**src/design/kbc_pkg.sv**
```systemverilog
// Package of types, constants and register codes for the keystream byte cipher.
package kbc_pkg;

    localparam int unsigned KeyWords   = 4;
    localparam int unsigned PosBits    = 5;
    localparam int unsigned AddrBits   = 6;

    localparam logic [63:0] SEED_FALLBACK = 64'h9e37_79b9_7f4a_7c15;
    localparam logic [3:0]  BLOCK_BYTES   = 4'd8;

    // Register index, taken from paddr[5:3]
    localparam logic [2:0] REG_MODE  = 3'd0;
    localparam logic [2:0] REG_DIR   = 3'd1;
    localparam logic [2:0] REG_KEY0  = 3'd2;
    localparam logic [2:0] REG_KEY1  = 3'd3;
    localparam logic [2:0] REG_KEY2  = 3'd4;
    localparam logic [2:0] REG_KEY3  = 3'd5;

    typedef enum logic [1:0] {
        MODE_PASS = 2'd0,
        MODE_XOR  = 2'd1,
        MODE_ADD  = 2'd2
    } t_mode;

    typedef struct packed {
        t_mode                     mode;
        logic                      decrypt;
        logic [KeyWords-1:0][63:0] key;
    } t_cfg;

    typedef struct packed {
        logic start;
        logic advance;
    } t_gen_ctrl;

endpackage

```
**src/design/keystream_byte_cipher_top.sv**
```systemverilog
// Top level of the keystream byte cipher: stream ports, register port and result register.
//
// One data byte enters per beat on the slave stream (s_axis_*). tdata carries the byte;
// tuser[0] is the start flag, which reseeds the generator from key words 0 and 1 and
// clears the stream position before that byte is handled. Each input beat yields exactly
// one output beat on the master stream (m_axis_*) carrying the transformed byte.
// Modes 0 and 3 pass bytes through, mode 1 XORs them with the xorshift128+ keystream, and
// mode 2 adds (or, with the decrypt bit set, subtracts) the key byte at position mod 32.
// The registers sit on the APB port at byte addresses 0, 8, ..., 40 and should only be
// written while no beat is in flight.
// The result is registered: a byte accepted at one edge is offered on the output from the
// next cycle. Throughput is one byte per cycle while the receiver keeps up; the generator
// step and its 64-bit add are combinational between acceptance and the result register.
// When the receiver stalls, the result is held in the output register and a new beat is
// taken only in the cycle in which the held one leaves, so the input backs up at once.
// Synchronous reset clears the configuration registers, the generator state and the output valid.
module keystream_byte_cipher_top
    import kbc_pkg::*;
(
    input  logic                i_clk,
    input  logic                i_rst_n,
    // Input stream
    input  logic                s_axis_tvalid,
    output logic                s_axis_tready,
    input  logic [7:0]          s_axis_tdata,   // [7:0] data_byte
    input  logic [0:0]          s_axis_tuser,   // [0] start_stream
    // Output stream
    output logic                m_axis_tvalid,
    input  logic                m_axis_tready,
    output logic [7:0]          m_axis_tdata,   // [7:0] result_byte
    // Register port
    input  logic                psel,
    input  logic                penable,
    input  logic                pwrite,
    input  logic [AddrBits-1:0] paddr,
    input  logic [63:0]         pwdata,
    output logic [63:0]         prdata,
    output logic                pready
);

    t_cfg      cfg;
    t_gen_ctrl gen_ctrl;
    logic      accept;
    logic [7:0] ks_byte, key_byte, n_result;

    logic       r_out_valid;
    logic [7:0] r_out_data;

    kbc_cfg u_cfg (
        .i_clk   (i_clk),
        .i_rst_n (i_rst_n),
        .psel    (psel),
        .penable (penable),
        .pwrite  (pwrite),
        .paddr   (paddr),
        .pwdata  (pwdata),
        .prdata  (prdata),
        .pready  (pready),
        .o_cfg   (cfg)
    );

    // The input side is free whenever the result register is empty or draining.
    assign s_axis_tready = !r_out_valid || m_axis_tready;
    assign accept        = s_axis_tvalid && s_axis_tready;

    // The generator only moves in keystream mode, but a start reseeds it in any mode.
    assign gen_ctrl.start   = accept && s_axis_tuser[0];
    assign gen_ctrl.advance = accept && (cfg.mode == MODE_XOR);

    kbc_keygen u_keygen (
        .i_clk     (i_clk),
        .i_rst_n   (i_rst_n),
        .i_ctrl    (gen_ctrl),
        .i_seed0   (cfg.key[0]),
        .i_seed1   (cfg.key[1]),
        .o_ks_byte (ks_byte)
    );

    kbc_keyrep u_keyrep (
        .i_clk      (i_clk),
        .i_rst_n    (i_rst_n),
        .i_accept   (accept),
        .i_start    (gen_ctrl.start),
        .i_key      (cfg.key),
        .o_key_byte (key_byte)
    );

    always_comb begin
        unique case (cfg.mode)
            MODE_XOR: n_result = s_axis_tdata ^ ks_byte;
            MODE_ADD: n_result = cfg.decrypt ? (s_axis_tdata - key_byte)
                                             : (s_axis_tdata + key_byte);
            default:  n_result = s_axis_tdata;
        endcase
    end

    always_ff @(posedge i_clk) begin
        if (!i_rst_n) begin
            r_out_valid <= 1'b0;
        end else if (accept) begin
            r_out_valid <= 1'b1;
        end else if (m_axis_tready) begin
            r_out_valid <= 1'b0;
        end
    end

    always_ff @(posedge i_clk) begin
        if (accept) begin
            r_out_data <= n_result;
        end
    end

    assign m_axis_tvalid = r_out_valid;
    assign m_axis_tdata  = r_out_data;

endmodule

```
**src/design/kbc_cfg.sv**
```systemverilog
// Configuration register file of the keystream byte cipher, written and read over APB.
module kbc_cfg
    import kbc_pkg::*;
(
    input  logic                i_clk,
    input  logic                i_rst_n,
    input  logic                psel,
    input  logic                penable,
    input  logic                pwrite,
    input  logic [AddrBits-1:0] paddr,
    input  logic [63:0]         pwdata,
    output logic [63:0]         prdata,
    output logic                pready,
    output t_cfg                o_cfg
);

    t_cfg       r_cfg;
    logic       wr_en;
    logic [2:0] reg_idx;

    assign pready  = 1'b1;
    assign reg_idx = paddr[AddrBits-1:3];
    assign wr_en   = psel && penable && pwrite && pready;

    always_ff @(posedge i_clk) begin
        if (!i_rst_n) begin
            r_cfg <= '0;
        end else if (wr_en) begin
            case (reg_idx)
                REG_MODE: r_cfg.mode    <= t_mode'(pwdata[1:0]);
                REG_DIR:  r_cfg.decrypt <= pwdata[0];
                REG_KEY0: r_cfg.key[0]  <= pwdata;
                REG_KEY1: r_cfg.key[1]  <= pwdata;
                REG_KEY2: r_cfg.key[2]  <= pwdata;
                REG_KEY3: r_cfg.key[3]  <= pwdata;
                default: begin
                end
            endcase
        end
    end

    always_comb begin
        case (reg_idx)
            REG_MODE: prdata = {62'd0, r_cfg.mode};
            REG_DIR:  prdata = {63'd0, r_cfg.decrypt};
            REG_KEY0: prdata = r_cfg.key[0];
            REG_KEY1: prdata = r_cfg.key[1];
            REG_KEY2: prdata = r_cfg.key[2];
            REG_KEY3: prdata = r_cfg.key[3];
            default:  prdata = '0;
        endcase
    end

    assign o_cfg = r_cfg;

endmodule

```
**src/design/kbc_keyrep.sv**
```systemverilog
// Stream position counter and repeating-key byte selection.
module kbc_keyrep
    import kbc_pkg::*;
(
    input  logic                      i_clk,
    input  logic                      i_rst_n,
    input  logic                      i_accept,
    input  logic                      i_start,
    input  logic [KeyWords-1:0][63:0] i_key,
    output logic [7:0]                o_key_byte
);

    logic [PosBits-1:0] r_pos;
    logic [PosBits-1:0] pos_eff;
    logic [63:0]        word;

    assign pos_eff    = i_start ? '0 : r_pos;
    assign word       = i_key[pos_eff[PosBits-1:3]];
    assign o_key_byte = word[{pos_eff[2:0], 3'b000} +: 8];

    always_ff @(posedge i_clk) begin
        if (!i_rst_n) begin
            r_pos <= '0;
        end else if (i_accept) begin
            r_pos <= pos_eff + 1'b1;
        end
    end

endmodule

```
**src/design/kbc_keygen.sv**
```systemverilog
// Xorshift128+ keystream generator, handing out each 64-bit output low byte first.
module kbc_keygen
    import kbc_pkg::*;
(
    input  logic        i_clk,
    input  logic        i_rst_n,
    input  t_gen_ctrl   i_ctrl,
    input  logic [63:0] i_seed0,
    input  logic [63:0] i_seed1,
    output logic [7:0]  o_ks_byte
);

    logic [63:0] r_a, r_b, r_blk;
    logic [3:0]  r_left;
    logic [63:0] n_a, n_b, n_blk;
    logic [3:0]  n_left;

    logic        seed_zero, need;
    logic [63:0] a_eff, b_eff, blk_eff, x, step_b, step_blk, cur_blk;
    logic [3:0]  left_eff;

    always_comb begin
        seed_zero = (i_seed0 | i_seed1) == 64'd0;
        a_eff     = i_ctrl.start ? i_seed0 : r_a;
        b_eff     = i_ctrl.start ? (seed_zero ? SEED_FALLBACK : i_seed1) : r_b;
        blk_eff   = i_ctrl.start ? 64'd0 : r_blk;
        left_eff  = i_ctrl.start ? 4'd0 : r_left;
        need      = left_eff == 4'd0;

        // One generator step, used only when the current block is spent.
        x        = a_eff ^ (a_eff << 23);
        step_b   = x ^ b_eff ^ (x >> 17) ^ (b_eff >> 26);
        step_blk = step_b + b_eff;
        cur_blk  = need ? step_blk : blk_eff;

        n_a    = a_eff;
        n_b    = b_eff;
        n_blk  = blk_eff;
        n_left = left_eff;
        if (i_ctrl.advance) begin
            n_a    = need ? b_eff : a_eff;
            n_b    = need ? step_b : b_eff;
            n_blk  = cur_blk >> 8;
            n_left = (need ? BLOCK_BYTES : left_eff) - 4'd1;
        end
    end

    assign o_ks_byte = cur_blk[7:0];

    always_ff @(posedge i_clk) begin
        if (!i_rst_n) begin
            r_a    <= '0;
            r_b    <= '0;
            r_blk  <= '0;
            r_left <= '0;
        end else if (i_ctrl.start || i_ctrl.advance) begin
            r_a    <= n_a;
            r_b    <= n_b;
            r_blk  <= n_blk;
            r_left <= n_left;
        end
    end

endmodule

```
**config.mk**
```make
export PLATFORM = sky130hd
export DESIGN_NAME = keystream_byte_cipher_top
export DESIGN_NICKNAME = d
export VERILOG_FILES = /design/src/design/kbc_pkg.sv /design/src/design/keystream_byte_cipher_top.sv /design/src/design/kbc_cfg.sv /design/src/design/kbc_keyrep.sv /design/src/design/kbc_keygen.sv
export SDC_FILE = /design/constraint.sdc
export NUM_CORES = 2
export LEC_CHECK = 0
export ABC_AREA = 1
export BUFFER_PORTS_ARGS = -buffer_cell sky130_fd_sc_hd__buf_2
export CORE_UTILIZATION = 65
export CTS_BUF_LIST = sky130_fd_sc_hd__clkbuf_4 sky130_fd_sc_hd__clkbuf_8
export DETAILED_ROUTE_END_ITERATION = 8
export MAX_ROUTING_LAYER = met4
export PLACE_DENSITY = 0.84
export REMOVE_ABC_BUFFERS = 1
export SLEW_MARGIN = 30
export SYNTH_ARGS = -nofsm -noshare
export SYNTH_HDL_FRONTEND = slang
export SYNTH_HIERARCHICAL = 1
export SYNTH_SLANG_ARGS = --single-unit
export TNS_END_PERCENT = 1
```
**constraint.sdc**
```tcl
create_clock -name i_clk -period 9 [get_ports i_clk]
set_input_delay 1.8 -clock i_clk [delete_from_list [all_inputs] [get_ports i_clk]]
set_output_delay 1.8 -clock i_clk [all_outputs]
set_load 0.01 [all_outputs]
```
==> reports/metrics.csv <==
metric,value,unit
vias,37728,
switching_share,33.1,%
syn_to_final_growth,7.65,%
r2r.worst_path.cells,26,
fp.dieH,230,um
worst_slack,2.49,ns
synthCells,5656,
critPathMaxStageDelay,0.48,ns
cp_top_family,compound AO/OA/AOI/OAI gates,
fin_nets,5781,
top_layer_used,met4,
wirelength,118000,um
min_period,6.51,ns
cts.clk_slew.worst_paths,0.06,ns
fmaxAchievable,0.154,GHz
cp-start-kind,primary input,
p_int,3.82,mW
wl_per_cell,18.5,um
crit_arrival,7.07,ns
drt_iter0_markers,5515,
crit_fanout,55,
io-pin-count,161,
synth-async-reset-ratio,0,%
holdPathEnd,u_keygen/r_blk[57],
r2r-end,u_keygen/r_blk[50],
ctsHoldBuffers,0,
io_buffers,156,
antenna_left,0,
wl_met3,16100,um
fp.dieW,230,um
clock_skew,0.0392,ns
vias_per_cell,5.93,
ys_seq_area_share,28.1,%
drc_errors,0,
grt_max_degree,128,
outcome,"complete, no violations",
fill_cells,4663,
yosys_warnings,6,
min_path_cells,2,
cts_max_level,3,
clockBufferDepth,3,
utilization,70.7,%
cp.depth,27,
antenna_found_initial,2,
hold_violations,0,
drv_cap,0,
crit_type,in -> reg,
cts_tree,done,
grt_pass1_wl,181000,um
grt_pass1_vias,33216,
initial_core_util,65.7,%
power_switching,1.89,mW
critPathSlowestCell,inv_4,
avgSynthCellArea,5.96,um^2
place_hpwl,78600,um
numClockSinks,469,
fin_crit_sh,72.4,%
setup_viol,0,
clk-insertion-delay-late,0.71,ns
hold_start,u_keygen/r_blk[57],
dp_slack,1.95,ns
cts_root_buf,clkbuf_8,
synth_area,33700,um^2
slew_headroom,28.3,%
track_usage,44.3,%
combPwrFrac,21.6,%
cts_buffers,84,
rsz0062_at_grt,false,
seq_power_share,37.5,%
path_buf_inv,4,
powerDensity,157,nW/um^2
wl_met2,48900,um
end_kind,flop,
core,51300,um^2
ys_ff_latch,469,
die_area,52700,um^2
postCtsSetupRepairBufs,0,
r2r_setup_slack,3.15,ns
wirelength_met1,46700,um
cp.required,9.56,ns
drt_pass1_iterations,9,
multi_input_area,20300,um^2
min_path_type,reg -> reg,
cts_resized,0,
worst_slew_pin_slew,1.07,ns
synth_edf_count,8,
rows,83,
max-vdd-ir-drop,0.133,mV
grt.overflow.total,0,
synthFlopType,dfxtp_1,
most-common-layout-cells,"nand2_1 (1541), nor2_1 (1000), inv_1 (625)",
final_common_cell,nand2_1,
drive_gt1_share,8.01,%
power,5.70,mW
yosysUniqueCellTypes,56,
maxSlewViolCount,0,
crit_top_cell,nand2_1,
r2r_start,u_cfg/o_cfg[73],
p_leak,16.3,nW
gp_congestion,1.07,
power.share.clock,40.9,%
seqCellArea,9470,um^2
==> how the worst max path moves through the flow <==
stage | from | end | slack (ns)
after global routing | m_axis_tready | u_keygen/r_blk[38] | 2.18
after detailed placement | m_axis_tready | u_keygen/r_blk[38] | 1.95
after global placement | m_axis_tready | u_keygen/r_blk[38] | 2.08
final | m_axis_tready | u_keygen/r_blk[36] | 2.49
after CTS | m_axis_tready | u_keygen/r_blk[38] | 2.68
after floorplan | m_axis_tready | u_keygen/r_a[40] | -10.27
==> cell type report <==
type,instances,area share (%)
timing repair buffer,210,3.55
sequential,469,26.1
antenna,2,0.0138
tap,680,2.35
clock inverter,20,0.793
clock buffer,129,4.55
inverter,643,6.68
multi-input combinational,4209,55.9
==> power by group through the flow <==
stage | Sequential, mW | Clock [mW] | Combinational, mW
2_1_floorplan | 2.18 | 0 | 0.782
3_3_place_gp | 2.18 | 0 | 1.16
3_5_place_dp | 2.18 | 0 | 1.17
4_1_cts | 2.14 | 2.33 | 1.18
5_1_grt | 2.14 | 2.43 | 1.32
6_report | 2.14 | 2.33 | 1.23
==> routing by layer <==
| layer | global-route usage [%] | vias to the layer above |
|---|---|---|
| met1 | 59.1 | 16777 |
| li1 | - | 17883 |
| met4 | 21.6 | 0 |
| met3 | 10.0 | 432 |
| met5 | - | - |
| met2 | 62.9 | 2636 |
==> sequential cells by signal, summed over array words and instances, names as in the netlist <==
| signal | cells |
|---|---|
| m_axis_tdata | 8 |
| m_axis_tvalid | 1 |
| u_cfg/o_cfg | 259 |
| u_keygen/r_a | 64 |
| u_keygen/r_b | 64 |
| u_keygen/r_blk | 64 |
| u_keygen/r_left | 4 |
| u_keyrep/r_pos | 5 |
==> cell usage after synthesis (3+ instances only) <==
library cell	n	area share [%]
nand2_1	1543	17
a221oi_1	5	0.13
nand2_2	12	0.22
edfxtp_1	8	0.71
buf_2	122	1.8
a31oi_1	87	1.6
or2_2	12	0.22
nand3_2	7	0.21
nor3_1	13	0.19
xnor2_1	84	2.2
xor2_1	120	3.1
nor2_2	5	0.093
o211ai_1	8	0.18
a21o_1	5	0.11
buf_6	15	0.50
o21a_1	28	0.62
buf_1	26	0.29
a21oi_2	17	0.44
clkinv_1	3	0.033
inv_1	625	7.0
o21ai_0	192	2.9
dfxtp_1	461	27
a21boi_0	6	0.13
ha_1	76	2.8
nand3_1	369	5.5
nor2_1	1007	11
nand4_1	199	3.7
o22ai_1	22	0.41
buf_4	21	0.47
clkbuf_1	151	1.7
a21oi_4	6	0.29
o21ai_1	32	0.48
a22oi_1	37	0.82
inv_2	15	0.17
o21bai_1	4	0.089
nor2_4	6	0.20
a21oi_1	279	4.1
==> worst register-to-register path, stage by stage, from the launching register on <==
cell and delay, ns:
dfxtp_1 0.38, nor2_1 0.11, nand2_1 0.07, nor2_1 0.21
nand2_1 0.15, nor2_1 0.34, nand2_2 0.21, nor2_8 0.31
inv_4 0.31, nand3_1 0.28, o21ai_0 0.34, xnor2_1 0.52
fa_1 0.32, nand3_1 0.09, nand2_1 0.11, a21oi_1 0.12
o21ai_1 0.34, a21boi_0 0.21, o21ai_1 0.26, nand3_1 0.20
o21ai_1 0.26, nand2_1 0.10, nand3_2 0.09, nand2_1 0.07
nand3_1 0.06, nand3_1 0.12, a21oi_1 0.16
==> metrics by stage <==
stage	hold slack, ns	area [um^2]	TNS [ns]	cells
floorplan	0.420	32100	-1614.20	5321
global placement	0.427	34300	0	6210
detailed placement	0.429	34300	0	6210
CTS	0.441	36200	0	6359
global route	0.464	36300	0	6362
finish	0.439	36300	0	6362
==> kinds of logic (layout without fill, tap and decap cells) <==
family / count (synthesis) / in the layout / synth area share (%)
buffers and inverters: 978 / 1002 / 11.9
adder cells (fa/ha/maj): 78 / 78 / 2.94
AO/OA/AOI/OAI: 744 / 744 / 12.7
AND/OR/NAND/NOR: 3179 / 3179 / 38.9
other: 1 / 3 / 0.0111
flip-flops: 469 / 469 / 28.1
multiplexers: 3 / 3 / 0.0928
XOR/XNOR: 204 / 204 / 5.30
No activity file was read; power rests on OpenSTA's default activity.
